`src/design/adts_frame_scanner_top_assert.svh`:
```
// assertion macros shared by the frame scanner modules
`ifndef ADTS_FRAME_SCANNER_TOP_ASSERT_SVH
`define ADTS_FRAME_SCANNER_TOP_ASSERT_SVH

// same-cycle implication, checked out of reset
`define AFS_ASSERT_NOW(label, ante, cons, msg) \
   label: assert property (@(posedge clock) disable iff (reset) (ante) |-> (cons)) \
      else $error(msg);

// next-cycle implication, checked out of reset
`define AFS_ASSERT_NEXT(label, ante, cons, msg) \
   label: assert property (@(posedge clock) disable iff (reset) (ante) |=> (cons)) \
      else $error(msg);

`endif

```
`src/design/afs_pkg.sv`:
```
// types, constants and rate tables of the adts frame scanner
`timescale 1ns / 1ps
`default_nettype none

package afs_pkg;

   // payload widths of the two channels
   localparam int DATA_BYTE_BITS       = 8;
   localparam int FRAME_COUNT_OUT_BITS = 24;
   localparam int TOTAL_BYTES_OUT_BITS = 32;
   localparam int RATE_HZ_BITS         = 17;
   localparam int BITRATE_BITS         = 13;
   localparam int LENGTH_MS_BITS       = 42;

   // header parsing
   localparam int POS_BITS      = 13;
   localparam int RATE_IDX_BITS = 4;
   localparam int RATE_DIV_BITS = 12;
   localparam int HDR_BYTES     = 6;

   localparam logic [7:0] SYNC_FIRST      = 8'hFF;
   localparam logic [7:0] SYNC_MASK       = 8'hF6;
   localparam logic [7:0] SYNC_VALUE      = 8'hF0;
   localparam logic [7:0] RATE_FIELD_MASK = 8'h3C;
   localparam int         RATE_FIELD_LSB  = 2;

   localparam logic [POS_BITS-1:0]      HDR_LAST_POS  = 13'd7;
   localparam logic [POS_BITS-1:0]      MIN_FRAME_LEN = 13'd8;
   localparam logic [RATE_IDX_BITS-1:0] RATE_IDX_NONE = 4'd15;

   // bitrate: numerator adds frames*2560 (2^11 + 2^9) for rounding,
   // divisor is frames*5120 (2^12 + 2^10) aligned by 2^13 for a 14-bit quotient
   localparam int KBPS_QUOT_BITS = 14;
   localparam int KBPS_ROUND_HI  = 11;
   localparam int KBPS_ROUND_LO  = 9;
   localparam int KBPS_DEN_HI    = 25;
   localparam int KBPS_DEN_LO    = 23;

   // length: frames*1024000 = (frames*1000) << 10
   localparam logic [9:0] MS_FACTOR = 10'd1000;
   localparam int         MS_SHIFT  = 10;

   localparam logic [BITRATE_BITS-1:0]         BITRATE_MAX     = '1;
   localparam logic [FRAME_COUNT_OUT_BITS-1:0] FRAME_COUNT_MAX = '1;
   localparam logic [TOTAL_BYTES_OUT_BITS-1:0] TOTAL_BYTES_MAX = '1;
   localparam logic [LENGTH_MS_BITS-1:0]       LENGTH_NO_RATE  = 42'd1000;

   // control of the shared divider
   typedef struct packed {
      logic load;
      logic step;
   } afs_div_ctrl_type;

   // sample rate of an index, zero for reserved and none
   function automatic logic [RATE_HZ_BITS-1:0] rate_hz_of(input logic [RATE_IDX_BITS-1:0] idx);
      logic [RATE_HZ_BITS-1:0] r;
      case (idx)
         4'd0:    r = 17'd96000;
         4'd1:    r = 17'd88200;
         4'd2:    r = 17'd64000;
         4'd3:    r = 17'd48000;
         4'd4:    r = 17'd44100;
         4'd5:    r = 17'd32000;
         4'd6:    r = 17'd24000;
         4'd7:    r = 17'd22050;
         4'd8:    r = 17'd16000;
         4'd9:    r = 17'd12000;
         4'd10:   r = 17'd11025;
         4'd11:   r = 17'd8000;
         default: r = '0;
      endcase
      return r;
   endfunction

   // sample rate divided by 25, exact for every valid index
   function automatic logic [RATE_DIV_BITS-1:0] rate_div25_of(
      input logic [RATE_IDX_BITS-1:0] idx);
      logic [RATE_DIV_BITS-1:0] r;
      case (idx)
         4'd0:    r = 12'd3840;
         4'd1:    r = 12'd3528;
         4'd2:    r = 12'd2560;
         4'd3:    r = 12'd1920;
         4'd4:    r = 12'd1764;
         4'd5:    r = 12'd1280;
         4'd6:    r = 12'd960;
         4'd7:    r = 12'd882;
         4'd8:    r = 12'd640;
         4'd9:    r = 12'd480;
         4'd10:   r = 12'd441;
         4'd11:   r = 12'd320;
         default: r = '0;
      endcase
      return r;
   endfunction

endpackage

`default_nettype wire

```
`src/design/afs_req_if.sv`:
```
// byte input channel of the frame scanner
`timescale 1ns / 1ps
`default_nettype none

interface afs_req_if;
   import afs_pkg::*;

   logic                      valid;
   logic                      ready;
   logic [DATA_BYTE_BITS-1:0] data_byte;
   logic                      last_byte;

   modport source (output valid, output data_byte, output last_byte, input ready);
   modport sink   (input valid, input data_byte, input last_byte, output ready);
endinterface

`default_nettype wire

```
`src/design/afs_rsp_if.sv`:
```
// statistics output channel of the frame scanner
`timescale 1ns / 1ps
`default_nettype none

interface afs_rsp_if;
   import afs_pkg::*;

   logic                            valid;
   logic                            ready;
   logic [FRAME_COUNT_OUT_BITS-1:0] frame_count;
   logic [TOTAL_BYTES_OUT_BITS-1:0] total_bytes;
   logic [RATE_HZ_BITS-1:0]         rate_hz;
   logic [BITRATE_BITS-1:0]         bitrate_kbps;
   logic [LENGTH_MS_BITS-1:0]       length_ms;

   modport source (output valid, output frame_count, output total_bytes, output rate_hz,
                   output bitrate_kbps, output length_ms, input ready);
   modport sink   (input valid, input frame_count, input total_bytes, input rate_hz,
                   input bitrate_kbps, input length_ms, output ready);
endinterface

`default_nettype wire

```
`src/design/afs_frame_tracker.sv`:
```
// per-byte header parser and frame counters
`timescale 1ns / 1ps
`default_nettype none

`include "adts_frame_scanner_top_assert.svh"

module afs_frame_tracker #(
   parameter int FRAME_COUNT_BITS = 24,
   parameter int BYTE_TOTAL_BITS  = 32
) (
   input  wire logic                               clock,
   input  wire logic                               reset,
   input  wire logic                               accept_i,
   input  wire logic [afs_pkg::DATA_BYTE_BITS-1:0] data_byte_i,
   input  wire logic                               last_byte_i,
   output logic [FRAME_COUNT_BITS-1:0]             frames_o,
   output logic [BYTE_TOTAL_BITS-1:0]              total_o,
   output logic [afs_pkg::RATE_IDX_BITS-1:0]       rate_idx_o
);
   import afs_pkg::*;

   logic [7:0]                 hdr_ff [HDR_BYTES];
   logic [POS_BITS-1:0]        pos_ff, pos_in;
   logic [POS_BITS-1:0]        cur_len_ff, cur_len_in;
   logic [FRAME_COUNT_BITS-1:0] frames_ff, frames_in;
   logic [BYTE_TOTAL_BITS-1:0] total_ff, total_in;
   logic [RATE_IDX_BITS-1:0]   rate_idx_ff, rate_idx_in;
   logic                       stopped_ff, stopped_in;

   logic                       sync_ok;
   logic [POS_BITS-1:0]        hdr_len;
   logic [POS_BITS-1:0]        eff_len;
   logic [BYTE_TOTAL_BITS:0]   total_sum;
   logic [POS_BITS:0]          pos_next;
   logic                       halt;

   // header fields as seen at the decision byte
   assign sync_ok = (hdr_ff[0] == SYNC_FIRST) && ((hdr_ff[1] & SYNC_MASK) == SYNC_VALUE);
   assign hdr_len = {hdr_ff[3][1:0], hdr_ff[4], hdr_ff[5][7:5]};
   assign total_sum = {1'b0, total_ff} + (BYTE_TOTAL_BITS+1)'(hdr_len);
   assign pos_next = {1'b0, pos_ff} + (POS_BITS+1)'(1);

   // next state for one byte
   always_comb begin
      pos_in      = pos_ff;
      cur_len_in  = cur_len_ff;
      frames_in   = frames_ff;
      total_in    = total_ff;
      rate_idx_in = rate_idx_ff;
      stopped_in  = stopped_ff;
      halt        = 1'b0;
      eff_len     = cur_len_ff;
      if (!stopped_ff) begin
         if (pos_ff == HDR_LAST_POS) begin
            if (!sync_ok) begin
               stopped_in = 1'b1;
               halt       = 1'b1;
            end else begin
               if (frames_ff == '0) begin
                  rate_idx_in = RATE_IDX_BITS'((hdr_ff[2] & RATE_FIELD_MASK) >> RATE_FIELD_LSB);
               end
               if (hdr_len < MIN_FRAME_LEN) begin
                  stopped_in = 1'b1;
                  halt       = 1'b1;
               end else begin
                  cur_len_in = hdr_len;
                  eff_len    = hdr_len;
                  total_in   = total_sum[BYTE_TOTAL_BITS] ? '1 : total_sum[BYTE_TOTAL_BITS-1:0];
               end
            end
         end
         if (!halt) begin
            if (pos_ff >= HDR_LAST_POS && pos_next >= {1'b0, eff_len}) begin
               frames_in = (&frames_ff) ? frames_ff : frames_ff + FRAME_COUNT_BITS'(1);
               pos_in    = '0;
            end else begin
               pos_in = pos_next[POS_BITS-1:0];
            end
         end
      end
   end

   // control state, back to reset after the last byte
   always_ff @(posedge clock) begin
      if (reset || (accept_i && last_byte_i)) begin
         pos_ff      <= '0;
         cur_len_ff  <= '0;
         frames_ff   <= '0;
         total_ff    <= '0;
         rate_idx_ff <= RATE_IDX_NONE;
         stopped_ff  <= 1'b0;
      end else if (accept_i) begin
         pos_ff      <= pos_in;
         cur_len_ff  <= cur_len_in;
         frames_ff   <= frames_in;
         total_ff    <= total_in;
         rate_idx_ff <= rate_idx_in;
         stopped_ff  <= stopped_in;
      end
   end

   // first header bytes of the frame
   always_ff @(posedge clock) begin
      if (accept_i && !stopped_ff && pos_ff < POS_BITS'(HDR_BYTES)) begin
         hdr_ff[pos_ff[2:0]] <= data_byte_i;
      end
   end

   // snapshot including the current byte
   assign frames_o   = frames_in;
   assign total_o    = total_in;
   assign rate_idx_o = rate_idx_in;

   `AFS_ASSERT_NOW(a_pos_in_frame, 1'b1,
                   pos_ff <= HDR_LAST_POS || pos_ff < cur_len_ff, "position past frame end")
   `AFS_ASSERT_NEXT(a_stop_holds, stopped_ff && !(accept_i && last_byte_i),
                    stopped_ff && $stable(pos_ff), "stopped scan moved")

endmodule

`default_nettype wire

```
`src/design/afs_div_unit.sv`:
```
// shared shift-subtract divider, one quotient bit per cycle while step is set
`timescale 1ns / 1ps
`default_nettype none

module afs_div_unit #(
   parameter int DIV_BITS  = 61,
   parameter int QUOT_BITS = 32
) (
   input  wire logic                      clock,
   input  wire afs_pkg::afs_div_ctrl_type ctrl_i,
   input  wire logic [DIV_BITS-1:0]       num_i,
   input  wire logic [DIV_BITS-1:0]       dsh_i,
   output logic [QUOT_BITS-1:0]           quot_o
);
   import afs_pkg::*;

   logic [DIV_BITS-1:0]  rem_ff, rem_in;
   logic [DIV_BITS-1:0]  dsh_ff, dsh_in;
   logic [QUOT_BITS-1:0] quot_ff, quot_in;
   logic                 fits;

   // compare and subtract against the shifted divisor
   assign fits = rem_ff >= dsh_ff;

   always_comb begin
      rem_in  = rem_ff;
      dsh_in  = dsh_ff;
      quot_in = quot_ff;
      if (ctrl_i.load) begin
         rem_in  = num_i;
         dsh_in  = dsh_i;
         quot_in = '0;
      end else if (ctrl_i.step) begin
         rem_in  = fits ? rem_ff - dsh_ff : rem_ff;
         dsh_in  = dsh_ff >> 1;
         quot_in = {quot_ff[QUOT_BITS-2:0], fits};
      end
   end

   always_ff @(posedge clock) begin
      rem_ff  <= rem_in;
      dsh_ff  <= dsh_in;
      quot_ff <= quot_in;
   end

   assign quot_o = quot_ff;

endmodule

`default_nettype wire

```
`src/design/afs_stats_seq.sv`:
```
// end-of-stream sequencer: products, two divisions, result word
`timescale 1ns / 1ps
`default_nettype none

`include "adts_frame_scanner_top_assert.svh"

module afs_stats_seq #(
   parameter int FRAME_COUNT_BITS = 24,
   parameter int BYTE_TOTAL_BITS  = 32,
   parameter int DIV_BITS         = 61,
   parameter int QUOT_BITS        = 32
) (
   input  wire logic                         clock,
   input  wire logic                         reset,
   input  wire logic                         start_i,
   input  wire logic [FRAME_COUNT_BITS-1:0]  frames_i,
   input  wire logic [BYTE_TOTAL_BITS-1:0]   total_i,
   input  wire logic [afs_pkg::RATE_IDX_BITS-1:0] rate_idx_i,
   output logic                              busy_o,
   output afs_pkg::afs_div_ctrl_type         div_ctrl_o,
   output logic [DIV_BITS-1:0]               div_num_o,
   output logic [DIV_BITS-1:0]               div_dsh_o,
   input  wire logic [QUOT_BITS-1:0]         div_quot_i,
   afs_rsp_if.source                         rsp_ch
);
   import afs_pkg::*;

   localparam int PROD_BITS  = BYTE_TOTAL_BITS + RATE_DIV_BITS;
   localparam int MSN_BITS   = FRAME_COUNT_BITS + 10;
   localparam int CNT_BITS   = $clog2(QUOT_BITS);
   localparam int MS_ALIGN   = QUOT_BITS - 1;
   localparam int FCAP_BITS  = (FRAME_COUNT_BITS > FRAME_COUNT_OUT_BITS) ?
                               FRAME_COUNT_BITS : FRAME_COUNT_OUT_BITS;
   localparam int TCAP_BITS  = (BYTE_TOTAL_BITS > TOTAL_BYTES_OUT_BITS) ?
                               BYTE_TOTAL_BITS : TOTAL_BYTES_OUT_BITS;

   typedef enum logic [2:0] {
      ST_IDLE,
      ST_MUL,
      ST_LOAD_K,
      ST_DIV_K,
      ST_LOAD_M,
      ST_DIV_M,
      ST_FINISH
   } state_type;

   state_type                      state_ff, state_in;
   logic [FRAME_COUNT_BITS-1:0]    frames_ff, frames_in;
   logic [BYTE_TOTAL_BITS-1:0]     total_ff, total_in;
   logic [RATE_IDX_BITS-1:0]       rate_idx_ff, rate_idx_in;
   logic [PROD_BITS-1:0]           prod_ff, prod_in;
   logic [MSN_BITS-1:0]            msnum_ff, msnum_in;
   logic [BITRATE_BITS-1:0]        kbps_ff, kbps_in;
   logic [CNT_BITS-1:0]            cnt_ff, cnt_in;
   logic                           rsp_valid_ff, rsp_valid_in;
   logic [FRAME_COUNT_OUT_BITS-1:0] frame_count_ff, frame_count_in;
   logic [TOTAL_BYTES_OUT_BITS-1:0] total_bytes_ff, total_bytes_in;
   logic [RATE_HZ_BITS-1:0]        rate_hz_ff, rate_hz_in;
   logic [BITRATE_BITS-1:0]        bitrate_ff, bitrate_in;
   logic [LENGTH_MS_BITS-1:0]      length_ms_ff, length_ms_in;

   logic [RATE_HZ_BITS-1:0]        rate_hz;
   logic [RATE_DIV_BITS-1:0]       rate_div25;
   logic [FCAP_BITS-1:0]           frames_wide;
   logic [TCAP_BITS-1:0]           total_wide;
   logic [DIV_BITS-1:0]            frames_div;

   assign rate_hz     = rate_hz_of(rate_idx_ff);
   assign rate_div25  = rate_div25_of(rate_idx_ff);
   assign frames_wide = FCAP_BITS'(frames_ff);
   assign total_wide  = TCAP_BITS'(total_ff);
   assign frames_div  = DIV_BITS'(frames_ff);

   // sequencer and result word
   always_comb begin
      state_in       = state_ff;
      frames_in      = frames_ff;
      total_in       = total_ff;
      rate_idx_in    = rate_idx_ff;
      prod_in        = prod_ff;
      msnum_in       = msnum_ff;
      kbps_in        = kbps_ff;
      cnt_in         = cnt_ff;
      rsp_valid_in   = rsp_valid_ff;
      frame_count_in = frame_count_ff;
      total_bytes_in = total_bytes_ff;
      rate_hz_in     = rate_hz_ff;
      bitrate_in     = bitrate_ff;
      length_ms_in   = length_ms_ff;
      div_ctrl_o     = '0;
      div_num_o      = '0;
      div_dsh_o      = '0;

      // result word leaves on handshake
      if (rsp_valid_ff && rsp_ch.ready) begin
         rsp_valid_in = 1'b0;
      end

      case (state_ff)
         ST_IDLE: begin
            if (start_i) begin
               frames_in   = frames_i;
               total_in    = total_i;
               rate_idx_in = rate_idx_i;
               state_in    = ST_MUL;
            end
         end
         ST_MUL: begin
            prod_in  = PROD_BITS'(total_ff) * PROD_BITS'(rate_div25);
            msnum_in = MSN_BITS'(frames_ff) * MSN_BITS'(MS_FACTOR);
            state_in = ST_LOAD_K;
         end
         ST_LOAD_K: begin
            // bytes*rate/25 + frames*2560 over frames*5120
            div_ctrl_o.load = 1'b1;
            div_num_o = DIV_BITS'(prod_ff) + (frames_div << KBPS_ROUND_HI)
                      + (frames_div << KBPS_ROUND_LO);
            div_dsh_o = (frames_div << KBPS_DEN_HI) + (frames_div << KBPS_DEN_LO);
            cnt_in    = '0;
            state_in  = ST_DIV_K;
         end
         ST_DIV_K: begin
            div_ctrl_o.step = 1'b1;
            cnt_in = cnt_ff + CNT_BITS'(1);
            if (cnt_ff == CNT_BITS'(KBPS_QUOT_BITS - 1)) begin
               state_in = ST_LOAD_M;
            end
         end
         ST_LOAD_M: begin
            // top quotient bit means 8192 or more
            if (frames_ff == '0 || rate_hz == '0) begin
               kbps_in = '0;
            end else if (div_quot_i[KBPS_QUOT_BITS-1]) begin
               kbps_in = BITRATE_MAX;
            end else begin
               kbps_in = div_quot_i[BITRATE_BITS-1:0];
            end
            div_ctrl_o.load = 1'b1;
            div_num_o = DIV_BITS'(msnum_ff) << MS_SHIFT;
            div_dsh_o = DIV_BITS'(rate_hz) << MS_ALIGN;
            cnt_in    = '0;
            state_in  = ST_DIV_M;
         end
         ST_DIV_M: begin
            div_ctrl_o.step = 1'b1;
            cnt_in = cnt_ff + CNT_BITS'(1);
            if (cnt_ff == CNT_BITS'(QUOT_BITS - 1)) begin
               state_in = ST_FINISH;
            end
         end
         ST_FINISH: begin
            if (!rsp_valid_ff || rsp_ch.ready) begin
               rsp_valid_in   = 1'b1;
               frame_count_in = (frames_wide > FCAP_BITS'(FRAME_COUNT_MAX)) ?
                                FRAME_COUNT_MAX : frames_wide[FRAME_COUNT_OUT_BITS-1:0];
               total_bytes_in = (total_wide > TCAP_BITS'(TOTAL_BYTES_MAX)) ?
                                TOTAL_BYTES_MAX : total_wide[TOTAL_BYTES_OUT_BITS-1:0];
               rate_hz_in     = rate_hz;
               bitrate_in     = kbps_ff;
               length_ms_in   = (rate_hz == '0) ? LENGTH_NO_RATE :
                                LENGTH_MS_BITS'(div_quot_i);
               state_in       = ST_IDLE;
            end
         end
         default: begin
            state_in = ST_IDLE;
         end
      endcase
   end

   always_ff @(posedge clock) begin
      if (reset) begin
         state_ff     <= ST_IDLE;
         rsp_valid_ff <= 1'b0;
      end else begin
         state_ff     <= state_in;
         rsp_valid_ff <= rsp_valid_in;
      end
      frames_ff      <= frames_in;
      total_ff       <= total_in;
      rate_idx_ff    <= rate_idx_in;
      prod_ff        <= prod_in;
      msnum_ff       <= msnum_in;
      kbps_ff        <= kbps_in;
      cnt_ff         <= cnt_in;
      frame_count_ff <= frame_count_in;
      total_bytes_ff <= total_bytes_in;
      rate_hz_ff     <= rate_hz_in;
      bitrate_ff     <= bitrate_in;
      length_ms_ff   <= length_ms_in;
   end

   assign busy_o              = state_ff != ST_IDLE;
   assign rsp_ch.valid        = rsp_valid_ff;
   assign rsp_ch.frame_count  = frame_count_ff;
   assign rsp_ch.total_bytes  = total_bytes_ff;
   assign rsp_ch.rate_hz      = rate_hz_ff;
   assign rsp_ch.bitrate_kbps = bitrate_ff;
   assign rsp_ch.length_ms    = length_ms_ff;

   `AFS_ASSERT_NOW(a_no_start_busy, state_ff != ST_IDLE, !start_i,
                   "last byte taken while computing")
   `AFS_ASSERT_NOW(a_kbps_no_frames, $rose(rsp_valid_ff) && frame_count_ff == '0,
                   bitrate_ff == '0, "bitrate without frames")
   `AFS_ASSERT_NOW(a_len_no_rate, $rose(rsp_valid_ff) && rate_hz_ff == '0,
                   length_ms_ff == LENGTH_NO_RATE, "length without rate")

endmodule

`default_nettype wire

```
`src/design/adts_frame_scanner_top.sv`:
```
// top level of the adts frame scanner
//
//   port     dir   word                          handshake
//   req_ch   in    data_byte, last_byte          valid / ready
//   rsp_ch   out   frame_count .. length_ms      valid / ready
//
// ordinary bytes are accepted back to back; ready stays high between bytes
// after the last byte the block is busy: two products, then a 14-bit bitrate quotient
// and a FRAME_COUNT_BITS + 8 bit length quotient from the one-bit-per-cycle divider
// the result word sits in an output register; bytes of the next stream flow meanwhile
// if that register is still full when the next result is ready, the block waits for it
// synchronous reset clears the scan state; no clearing pass
`timescale 1ns / 1ps
`default_nettype none

module adts_frame_scanner_top #(
   parameter int FRAME_COUNT_BITS = 24,
   parameter int BYTE_TOTAL_BITS  = 32
) (
   input  wire logic  clock,
   input  wire logic  reset,
   afs_req_if.sink    req_ch,
   afs_rsp_if.source  rsp_ch
);
   import afs_pkg::*;

   localparam int DIV_BITS  = (BYTE_TOTAL_BITS + 13 > FRAME_COUNT_BITS + 26) ?
                              BYTE_TOTAL_BITS + 13 : FRAME_COUNT_BITS + 26;
   localparam int QUOT_BITS = FRAME_COUNT_BITS + 8;

   logic                        busy;
   logic                        accept;
   logic                        start;
   logic [FRAME_COUNT_BITS-1:0] frames;
   logic [BYTE_TOTAL_BITS-1:0]  total;
   logic [RATE_IDX_BITS-1:0]    rate_idx;
   afs_div_ctrl_type            div_ctrl;
   logic [DIV_BITS-1:0]         div_num;
   logic [DIV_BITS-1:0]         div_dsh;
   logic [QUOT_BITS-1:0]        div_quot;

   // input handshake
   assign req_ch.ready = !busy;
   assign accept       = req_ch.valid && req_ch.ready;
   assign start        = accept && req_ch.last_byte;

   afs_frame_tracker #(
      .FRAME_COUNT_BITS (FRAME_COUNT_BITS),
      .BYTE_TOTAL_BITS  (BYTE_TOTAL_BITS)
   ) u_tracker (
      .clock       (clock),
      .reset       (reset),
      .accept_i    (accept),
      .data_byte_i (req_ch.data_byte),
      .last_byte_i (req_ch.last_byte),
      .frames_o    (frames),
      .total_o     (total),
      .rate_idx_o  (rate_idx)
   );

   afs_div_unit #(
      .DIV_BITS  (DIV_BITS),
      .QUOT_BITS (QUOT_BITS)
   ) u_div (
      .clock  (clock),
      .ctrl_i (div_ctrl),
      .num_i  (div_num),
      .dsh_i  (div_dsh),
      .quot_o (div_quot)
   );

   afs_stats_seq #(
      .FRAME_COUNT_BITS (FRAME_COUNT_BITS),
      .BYTE_TOTAL_BITS  (BYTE_TOTAL_BITS),
      .DIV_BITS         (DIV_BITS),
      .QUOT_BITS        (QUOT_BITS)
   ) u_seq (
      .clock      (clock),
      .reset      (reset),
      .start_i    (start),
      .frames_i   (frames),
      .total_i    (total),
      .rate_idx_i (rate_idx),
      .busy_o     (busy),
      .div_ctrl_o (div_ctrl),
      .div_num_o  (div_num),
      .div_dsh_o  (div_dsh),
      .div_quot_i (div_quot),
      .rsp_ch     (rsp_ch)
   );

endmodule

`default_nettype wire

```
`src/flat_wrapper.sv`:
```
// flat-port wrapper written by rule: the top's interface ports become plain ports
module adts_frame_scanner_top_flat import afs_pkg::*;
#(
   parameter int FRAME_COUNT_BITS = 24,
   parameter int BYTE_TOTAL_BITS  = 32
)
  (clock, reset, req_ch_valid, req_ch_data_byte, req_ch_last_byte, req_ch_ready, rsp_ch_valid, rsp_ch_frame_count, rsp_ch_total_bytes, rsp_ch_rate_hz, rsp_ch_bitrate_kbps, rsp_ch_length_ms, rsp_ch_ready);
  afs_req_if req_ch_i ();
  afs_rsp_if rsp_ch_i ();
  input  wire logic clock;
  input  wire logic reset;
  input wire logic [$bits(req_ch_i.valid)-1:0] req_ch_valid;
  input wire logic [$bits(req_ch_i.data_byte)-1:0] req_ch_data_byte;
  input wire logic [$bits(req_ch_i.last_byte)-1:0] req_ch_last_byte;
  output wire logic [$bits(req_ch_i.ready)-1:0] req_ch_ready;
  output wire logic [$bits(rsp_ch_i.valid)-1:0] rsp_ch_valid;
  output wire logic [$bits(rsp_ch_i.frame_count)-1:0] rsp_ch_frame_count;
  output wire logic [$bits(rsp_ch_i.total_bytes)-1:0] rsp_ch_total_bytes;
  output wire logic [$bits(rsp_ch_i.rate_hz)-1:0] rsp_ch_rate_hz;
  output wire logic [$bits(rsp_ch_i.bitrate_kbps)-1:0] rsp_ch_bitrate_kbps;
  output wire logic [$bits(rsp_ch_i.length_ms)-1:0] rsp_ch_length_ms;
  input wire logic [$bits(rsp_ch_i.ready)-1:0] rsp_ch_ready;
  assign req_ch_i.valid = req_ch_valid;
  assign req_ch_i.data_byte = req_ch_data_byte;
  assign req_ch_i.last_byte = req_ch_last_byte;
  assign req_ch_ready = req_ch_i.ready;
  assign rsp_ch_valid = rsp_ch_i.valid;
  assign rsp_ch_frame_count = rsp_ch_i.frame_count;
  assign rsp_ch_total_bytes = rsp_ch_i.total_bytes;
  assign rsp_ch_rate_hz = rsp_ch_i.rate_hz;
  assign rsp_ch_bitrate_kbps = rsp_ch_i.bitrate_kbps;
  assign rsp_ch_length_ms = rsp_ch_i.length_ms;
  assign rsp_ch_i.ready = rsp_ch_ready;
  adts_frame_scanner_top #(.FRAME_COUNT_BITS(FRAME_COUNT_BITS), .BYTE_TOTAL_BITS(BYTE_TOTAL_BITS)) u_core (.clock(clock), .reset(reset), .req_ch(req_ch_i), .rsp_ch(rsp_ch_i));
endmodule
```
`config.mk`:
```
export PLATFORM = sky130hd
export DESIGN_NAME = adts_frame_scanner_top_flat
export DESIGN_NICKNAME = d
export VERILOG_FILES = /design/src/design/afs_pkg.sv /design/src/design/afs_req_if.sv /design/src/design/afs_rsp_if.sv /design/src/design/afs_frame_tracker.sv /design/src/design/afs_div_unit.sv /design/src/design/afs_stats_seq.sv /design/src/design/adts_frame_scanner_top.sv /design/src/flat_wrapper.sv
export VERILOG_INCLUDE_DIRS = /design/src /design/src/design
export SDC_FILE = /design/constraint.sdc
export NUM_CORES = 2
export LEC_CHECK = 0
export ABC_AREA = 1
export BUFFER_PORTS_ARGS = -buffer_cell sky130_fd_sc_hd__clkbuf_2
export CAP_MARGIN = 20
export CORE_AREA = 2 2 435 329
export CTS_BUF_LIST = sky130_fd_sc_hd__clkbuf_8
export DETAILED_ROUTE_END_ITERATION = 10
export DIE_AREA = 0 0 437 331
export SLEW_MARGIN = 15
export SYNTH_ARGS = -nofsm -noshare
export SYNTH_HDL_FRONTEND = slang
export SYNTH_HIERARCHICAL = 1
export SYNTH_SLANG_ARGS = --single-unit
```
`constraint.sdc`:
```
create_clock -name clock -period 16.87 [get_ports clock]
set_input_delay 1.687 -clock clock [delete_from_list [all_inputs] [get_ports clock]]
set_output_delay 1.687 -clock clock [all_outputs]
set_load 0.01 [all_outputs]
```
# Word level (Yosys, flattened, before mapping)

Memory sizes are Yosys's and may differ from the RTL's. A register that Yosys moved wholly into a read port is not among the register bits.
Index checks and enable logic that the tools add are counted.

Memories kept: 3
Memory bits (read-only): 464
Input port bits: 13
Bits in registers: 504
Bits in writable memories: 48

Memories:

| name                    | words | bits a word | rd ports | clocked after memory_dff | write ports | RTL line                | RTL |
|---|---|---|---|---|---|---|---|
| (no name shown)         | 16    | 17          | 1        | 1                        | 0           | afs_pkg.sv:57           | `case (idx)` |
| (no name shown)         | 16    | 12          | 1        | 1                        | 0           | afs_pkg.sv:79           | `case (idx)` |
| u_core.u_tracker.hdr_ff | 6     | 8           | 6        | 0                        | 1           | afs_frame_tracker.sv:22 | `logic [7:0] hdr_ff [HDR_BYTES];` |

Bitwise gates (word level): 2
Add/subtract/negate cells: 8
Muxes and demuxes: 46
Eq/ne operators: 15
$lt $le $gt $ge: 7
Multipliers: 2
Reductions and logical operators: 30

Operators with widths:

| operator                                                              | count |
|---|---|
| 50-bit 2-to-1 mux                                                     | 5 |
| 32-bit 2-to-1 mux                                                     | 5 |
| 50-bit case mux with 2 select lines                                   | 1 |
| 24-bit 2-to-1 mux                                                     | 4 |
| 46-bit case mux with 2 select lines                                   | 1 |
| 13-bit 2-to-1 mux                                                     | 6 |
| 49-bit by 47-bit adder with 50-bit output                             | 1 |
| 50-bit greater-or-equal comparator                                    | 1 |
| 50-bit subtractor                                                     | 1 |
| 24-bit zero test                                                      | 2 |
| 45-bit by 33-bit adder with 46-bit output                             | 1 |
| 44-bit by 35-bit adder with 45-bit output                             | 1 |
| 32-bit by 12-bit multiplier with 44-bit output                        | 1 |
| 32-bit by 13-bit adder with 33-bit output                             | 1 |
| 32-bit > comparator (second input constant)                           | 1 |
| 24-bit by 7-bit multiplier with 31-bit output (second input constant) | 1 |
| 24-bit by 1-bit adder with 24-bit output (second input constant)      | 1 |
| 24-bit > comparator (second input constant)                           | 1 |
| 4-bit 2-to-1 mux                                                      | 6 |
| 24-bit AND reduction                                                  | 1 |
| 3-bit case mux with 7 select lines                                    | 1 |
| 17-bit zero test                                                      | 1 |
| 13-bit by 1-bit adder with 14-bit output (second input constant)      | 1 |
| 14-bit by 13-bit greater-or-equal comparator with 1-bit output        | 1 |
| other kinds (28)                                                      | 64 |

# Logic depth before layout (Yosys ltp)

An unclocked memory read counts as a cell.

Word-level depth: 11
Mapped depth: 29

# Modules after synthesis

Netlist, hierarchy kept.

By module, submodules not included:

| module                 | seq. area each (µm²) | area each (µm²) | cells an instance | instances |
|---|---|---|---|---|
| afs_stats_seq          | 8728.4               | 31351.3         | 3632              | 1 |
| afs_div_unit           | 3643.5               | 9800.6          | 1462              | 1 |
| afs_frame_tracker      | 2672.6               | 7698.6          | 1150              | 1 |
| adts_frame_scanner_top | 0.0                  | 23.8            | 5                 | 1 |

# Worst setup path before layout

No wires, ideal clock.

Kind: input-to-reg
Start: in rsp_ch_ready
End: reg u_core.u_seq.bitrate_ff[0] (netlist: u_core/u_seq/rsp_ch.bitrate_kbps[0]) (enable)
Path slack: 9674 ps
Setup time: 594 ps
Arrival: 6602 ps
Buffers on the path: 0
Cell stages on the path: 2
Cells stage by stage: nor2_1 nor2_1

Word-level cells in the longest chain between the ends: 2

RTL lines:

| what                                 | RTL line             | RTL |
|---|---|---|
| start: declaration                   | flat_wrapper.sv:22   | `input wire logic [$bits(rsp_ch_i.ready)-1:0] rsp_ch_ready;` |
| 1-bit logical OR                     | afs_stats_seq.sv:152 | `if (!rsp_valid_ff \|\| rsp_ch.ready) begin` |
| 2-bit AND reduction (no source line) | -                    |  |
| end signal: assignment               | afs_stats_seq.sv:189 | `bitrate_ff <= bitrate_in;` |
| end: declaration                     | afs_stats_seq.sv:59  | `logic [BITRATE_BITS-1:0] bitrate_ff, bitrate_in;` |

No other way between the ends.
A chain may end at the register's enable or synchronous reset.

# Final worst setup path

Start: reg u_core/u_seq/rate_div25[5] (netlist name)
End: reg u_core.u_seq.prod_ff[34] (data pin)

Word-level cells in the longest chain between the ends: 1

RTL lines:

| what                                           | RTL line             | RTL |
|---|---|---|
| 32-bit by 12-bit multiplier with 44-bit output | afs_stats_seq.sv:109 | `prod_in = PROD_BITS'(total_ff) * PROD_BITS'(rate_div25);` |
| end signal: assignment                         | afs_stats_seq.sv:182 | `prod_ff <= prod_in;` |
| end: declaration                               | afs_stats_seq.sv:51  | `logic [PROD_BITS-1:0] prod_ff, prod_in;` |

No other way between the ends.

==> flow_summary.json <==
{
  "timing.reg2reg.worst_path_depth": 20,
  "yosys_most_used_dff": "sky130_fd_sc_hd__edfxtp_1",
  "floorplan.die.width_um": 437,
  "layout.area.seq_mm2": 0.0150,
  "num_vias": 40500,
  "final_period_minus_worst_setup_slack_ns": 5.77,
  "area_of_the_multi_input_gates_mm2": 0.0285,
  "yosysWarningCount": 6,
  "post-dp-hpwl_um": 114000,
  "yosys_register_bits": 551,
  "timing.max_slew.rel_slack_pct": 24.3,
  "cts_inserted_buffers": 98,
  "worstSetupEndpointType": "flip-flop",
  "worst-endpoint-required_ns": 17.41,
  "gr-usage-all-layers_pct": 20.1,
  "cts_post_setup_buffers_inserted": 0,
  "area_overhead_of_the_layout_relative_to_synthesis_pct": 9.73,
  "worst_ep_arrival_time_ns": 6.31,
  "setup_slack_reg_to_reg_ns": 11.10,
  "grt_antenna_before_repair": 6,
  "post_place_worst_slack_ns": 11.18,
  "slew_at_the_pin_closest_to_its_max_slew_limit_ns": 1.14,
  "firstDrtPassIters": 6,
  "crit_top_cell": "sky130_fd_sc_hd__nand2_1",
  "synthDistinctLibCells": 64,
  "finish.cell_count_without_fillers": 8310,
  "ctsHtreeMaxLevel": 3,
  "vias_in_the_first_global_route": 39900,
  "design.portCount": 143,
  "crit_slowest_cell": "sky130_fd_sc_hd__dfxtp_1",
  "startpoint_to_endpoint_class_of_the_critical_path": "flip-flop to flip-flop",
  "report.final.slew_viol_count": 0,
  "critical_path.max_stage_delay_ns": 0.62,
  "critPathLaunch": "u_core/u_seq/rate_div25[5]$_DFF_P_",
  "fin_worst_hold_slack_ns": 0.417,
  "netlist_instances": 6249,
  "detail_route.vias_per_cell": 4.88,
  "placement_rows": 119,
  "grt_max_degree": 100,
  "run_status": "finished clean",
  "grt_overflow_total": 0,
  "holdBufCountCts": 0,
  "route.detailed.wl_per_inst_um": 17.4,
  "worstSetupStartpointType": "flip-flop",
  "vertical_die_dimension_um": 331,
  "place_inst": 8124,
  "clk_transition_reported_paths_ns": 0.07,
  "clk_latency_ns": 0.81,
  "drt_drc_violations_left": 0,
  "clock_skew_ns": 0.0560,
  "final-setup-viol-count": 0,
  "met2RoutedLength_um": 60900,
  "placeableCoreArea_mm2": 0.140,
  "drive_gt1_share_pct": 7.65,
  "drv_cap": 0,
  "gp_congestion": 0.964,
  "drt_first_iter_violations": 3312,
  "cts-root-to-sink-buffers": 3,
  "async_reset_ff_share_pct": 0,
  "tns_ns": 0,
  "postRouteWirelength_um": 145000,
  "initial_util_pct": 34.9,
  "final_min_period_over_clock_period_pct": 34.2,
  "setup_slack_ns": 11.10,
  "port_buffers": 132,
  "synth-edff-count": 401,
  "ys_seq_area_share_pct": 30.8,
  "grt_first_pass_wirelength_um": 227000,
  "rsz_0062_raised_after_global_routing": "false",
  "syn-mean-instance-area_um2": 7.82,
  "crit_path_cell_trace": "buf_4 -> nand2_1 -> fa_1 -> fa_1 -> inv_1 -> fa_1 -> fa_1 -> inv_1 -> fa_1 -> inv_1 -> ha_1 -> a21oi_1 -> a21boi_1 -> o21ai_0 -> nand2_1 -> nand3_1 -> nand2_1 -> nand2_1 -> nand2_1 -> nand2_1",
  "cts_repair_resize_count": 0,
  "critPathCapture": "u_core/u_seq/prod_ff[34]$_DFFE_PP_",
  "critical_path.reg2reg.startpoint": "u_core/u_seq/rate_div25[5]$_DFF_P_",
  "clock_tree_from_tritoncts": "yes",
  "floorplan.die_area_mm2": 0.145,
  "root_buffer": "sky130_fd_sc_hd__clkbuf_8",
  "synth_area_mm2": 0.0489,
  "max_fanout_on_critical_path": 21,
  "finalHoldViolCount": 0,
  "fin_nets": 7080,
  "achievable-frequency_mhz": 173,
  "min_path_type": "flip-flop to flip-flop",
  "drt-met1-wl_um": 70400,
  "drt.antenna.violating_nets": 0,
  "fillers": 14600,
  "critical_path.reg2reg.endpoint": "u_core/u_seq/prod_ff[34]$_DFFE_PP_",
  "highest_routing_layer_actually_used": "met4",
  "clock_sinks": 551,
  "hold_sp": "u_core/u_seq/kbps_ff[0]$_SDFFCE_PP0P_",
  "wl_met3_um": 10700
}
synth_stat cells (6+ instances only):
| cell | number | area, um2 |
|---|---|---|
| sky130_fd_sc_hd__nand3_2 | 8 | 80.1 |
| sky130_fd_sc_hd__xor2_1 | 63 | 552 |
| sky130_fd_sc_hd__o21ai_0 | 275 | 1380 |
| sky130_fd_sc_hd__nor3_2 | 7 | 70.1 |
| sky130_fd_sc_hd__o21bai_1 | 23 | 173 |
| sky130_fd_sc_hd__inv_1 | 1159 | 4350 |
| sky130_fd_sc_hd__and2_1 | 8 | 50.1 |
| sky130_fd_sc_hd__clkbuf_1 | 142 | 533 |
| sky130_fd_sc_hd__o22ai_1 | 18 | 113 |
| sky130_fd_sc_hd__nor3_1 | 74 | 370 |
| sky130_fd_sc_hd__nand3b_1 | 18 | 135 |
| sky130_fd_sc_hd__dfxtp_1 | 150 | 3000 |
| sky130_fd_sc_hd__buf_4 | 49 | 368 |
| sky130_fd_sc_hd__xnor2_1 | 42 | 368 |
| sky130_fd_sc_hd__o21a_1 | 7 | 52.6 |
| sky130_fd_sc_hd__nand2_1 | 1743 | 6540 |
| sky130_fd_sc_hd__a21oi_1 | 289 | 1450 |
| sky130_fd_sc_hd__a31oi_1 | 7 | 43.8 |
| sky130_fd_sc_hd__nand4_1 | 63 | 394 |
| sky130_fd_sc_hd__a21boi_0 | 9 | 67.6 |
| sky130_fd_sc_hd__nand3_1 | 276 | 1380 |
| sky130_fd_sc_hd__fa_1 | 412 | 8250 |
| sky130_fd_sc_hd__nand2_2 | 37 | 231 |
| sky130_fd_sc_hd__nor2_2 | 31 | 194 |
| sky130_fd_sc_hd__clkinv_1 | 7 | 26.3 |
| sky130_fd_sc_hd__or2_2 | 11 | 68.8 |
| sky130_fd_sc_hd__nor4_1 | 23 | 144 |
| sky130_fd_sc_hd__buf_2 | 18 | 90.1 |
| sky130_fd_sc_hd__or2_1 | 7 | 43.8 |
| sky130_fd_sc_hd__ha_1 | 305 | 3820 |
| sky130_fd_sc_hd__edfxtp_1 | 401 | 12000 |
| sky130_fd_sc_hd__nor2_1 | 458 | 1720 |
| sky130_fd_sc_hd__inv_2 | 20 | 75.1 |
| sky130_fd_sc_hd__o21ai_1 | 27 | 135 |
| sky130_fd_sc_hd__a21o_1 | 6 | 45.0 |
metal layers:
| layer | GRT usage (%) | up-vias |
|---|---|---|
| met3 | 3.30 | 176 |
| met2 | 30.1 | 1286 |
| met5 | 0 | - |
| met1 | 30.2 | 19400 |
| li1 | - | 19700 |
| met4 | 4.78 | 0 |
kinds of logic (layout without fill, tap and decap cells):
logic type / count (synthesis) / count (layout) / synth area share (%)
AO/OA/AOI/OAI: 682 / 682 / 7.46
XOR/XNOR: 105 / 105 / 1.88
adder cells (fa/ha/maj): 717 / 717 / 24.7
buffers and inverters: 1409 / 1555 / 11.3
flip-flops: 551 / 551 / 30.8
multiplexers: 1 / 1 / 0.0205
other: 1 / 41 / 0.00767
AND/OR/NAND/NOR: 2783 / 2783 / 23.8
registers in the layout (all words and copies together), names as in the netlist, 31 cells and up:
register                         flops
u_core/u_div/dsh_ff                 50
u_core/u_div/rem_ff                 50
u_core/u_seq/prod_ff                44
u_core/u_div/quot_o                 32
u_core/u_seq/rsp_ch.length_ms       32
u_core/u_seq/rsp_ch.total_bytes     32
u_core/u_seq/total_ff               32
u_core/u_tracker/total_ff           32
u_core/u_seq/msnum_ff               31
u_core/u_tracker/hdr_ff             31
worst max-delay path: cells and delay by family (launching register included):
kind                     cells  cell delay (ns)
adder cells (fa/ha/maj)      6             2.92
AND/OR/NAND/NOR              7             0.80
flip-flops                   1             0.62
AO/OA/AOI/OAI                3             0.62
buffers and inverters        4             0.53
how the worst min path moves through the flow:
stage | slack, ns | end | cells past startpoint
2_1_floorplan | 0.40 | u_core/u_seq/rsp_ch.bitrate_kbps[0]$_DFFE_PP_ | 0
3_3_place_gp | 0.40 | u_core/u_seq/rsp_ch.bitrate_kbps[3]$_DFFE_PP_ | 0
3_5_place_dp | 0.40 | u_core/u_seq/rsp_ch.bitrate_kbps[0]$_DFFE_PP_ | 0
4_1_cts | 0.41 | u_core/u_seq/rsp_ch.bitrate_kbps[11]$_DFFE_PP_ | 0
5_1_grt | 0.42 | u_core/u_seq/rsp_ch.bitrate_kbps[11]$_DFFE_PP_ | 0
6_report | 0.42 | u_core/u_seq/rsp_ch.bitrate_kbps[0]$_DFFE_PP_ | 0
per-stage QoR:
step                area (um2)  utilization [%]
finish                   53600             38.3
detailed placement       51400             36.7
global route             53600             38.3
floorplan                49000                -
CTS                      53600             38.3
global placement         51400             36.7
layout make-up:
cell class	count	area share [%]
multi-input cells	4326	53.1
flip-flops and latches	551	28.1
inverters	1190	8.35
well taps	1875	4.37
clock buffers	112	2.87
repair buffers	183	2.00
clock inverters	70	1.25
diodes	3	0.0140
layout by cell type (no fill, tap or decap), types with 7 or more instances in the layout:
master / count
sky130_fd_sc_hd__dfxtp_1: 148
sky130_fd_sc_hd__inv_2: 22
sky130_fd_sc_hd__ha_1: 305
sky130_fd_sc_hd__o21ai_1: 27
sky130_fd_sc_hd__conb_1: 38
sky130_fd_sc_hd__a31oi_1: 7
sky130_fd_sc_hd__a21oi_1: 289
sky130_fd_sc_hd__nand2_2: 39
sky130_fd_sc_hd__buf_4: 49
sky130_fd_sc_hd__clkbuf_8: 112
sky130_fd_sc_hd__nand2_1: 1740
sky130_fd_sc_hd__or2_2: 11
sky130_fd_sc_hd__nor2_1: 456
sky130_fd_sc_hd__o21a_1: 7
sky130_fd_sc_hd__nor3_2: 9
sky130_fd_sc_hd__a21boi_0: 9
sky130_fd_sc_hd__xnor2_1: 42
sky130_fd_sc_hd__o21ai_0: 275
sky130_fd_sc_hd__bufinv_16: 11
sky130_fd_sc_hd__and2_1: 8
sky130_fd_sc_hd__xor2_1: 63
sky130_fd_sc_hd__o21bai_1: 23
sky130_fd_sc_hd__fa_1: 412
sky130_fd_sc_hd__nor2_2: 32
sky130_fd_sc_hd__nand3_2: 8
sky130_fd_sc_hd__clkinv_1: 19
sky130_fd_sc_hd__nand4_1: 63
sky130_fd_sc_hd__inv_1: 1172
sky130_fd_sc_hd__or2_1: 7
sky130_fd_sc_hd__o22ai_1: 18
sky130_fd_sc_hd__nand3_1: 276
sky130_fd_sc_hd__nor4_1: 23
sky130_fd_sc_hd__nor3_1: 72
sky130_fd_sc_hd__clkinv_2: 17
sky130_fd_sc_hd__edfxtp_1: 401
sky130_fd_sc_hd__nand3b_1: 18
sky130_fd_sc_hd__clkbuf_2: 132
Power is not shown: default switching activity piles up to over one toggle a cycle in this logic, so the estimate is an artifact.
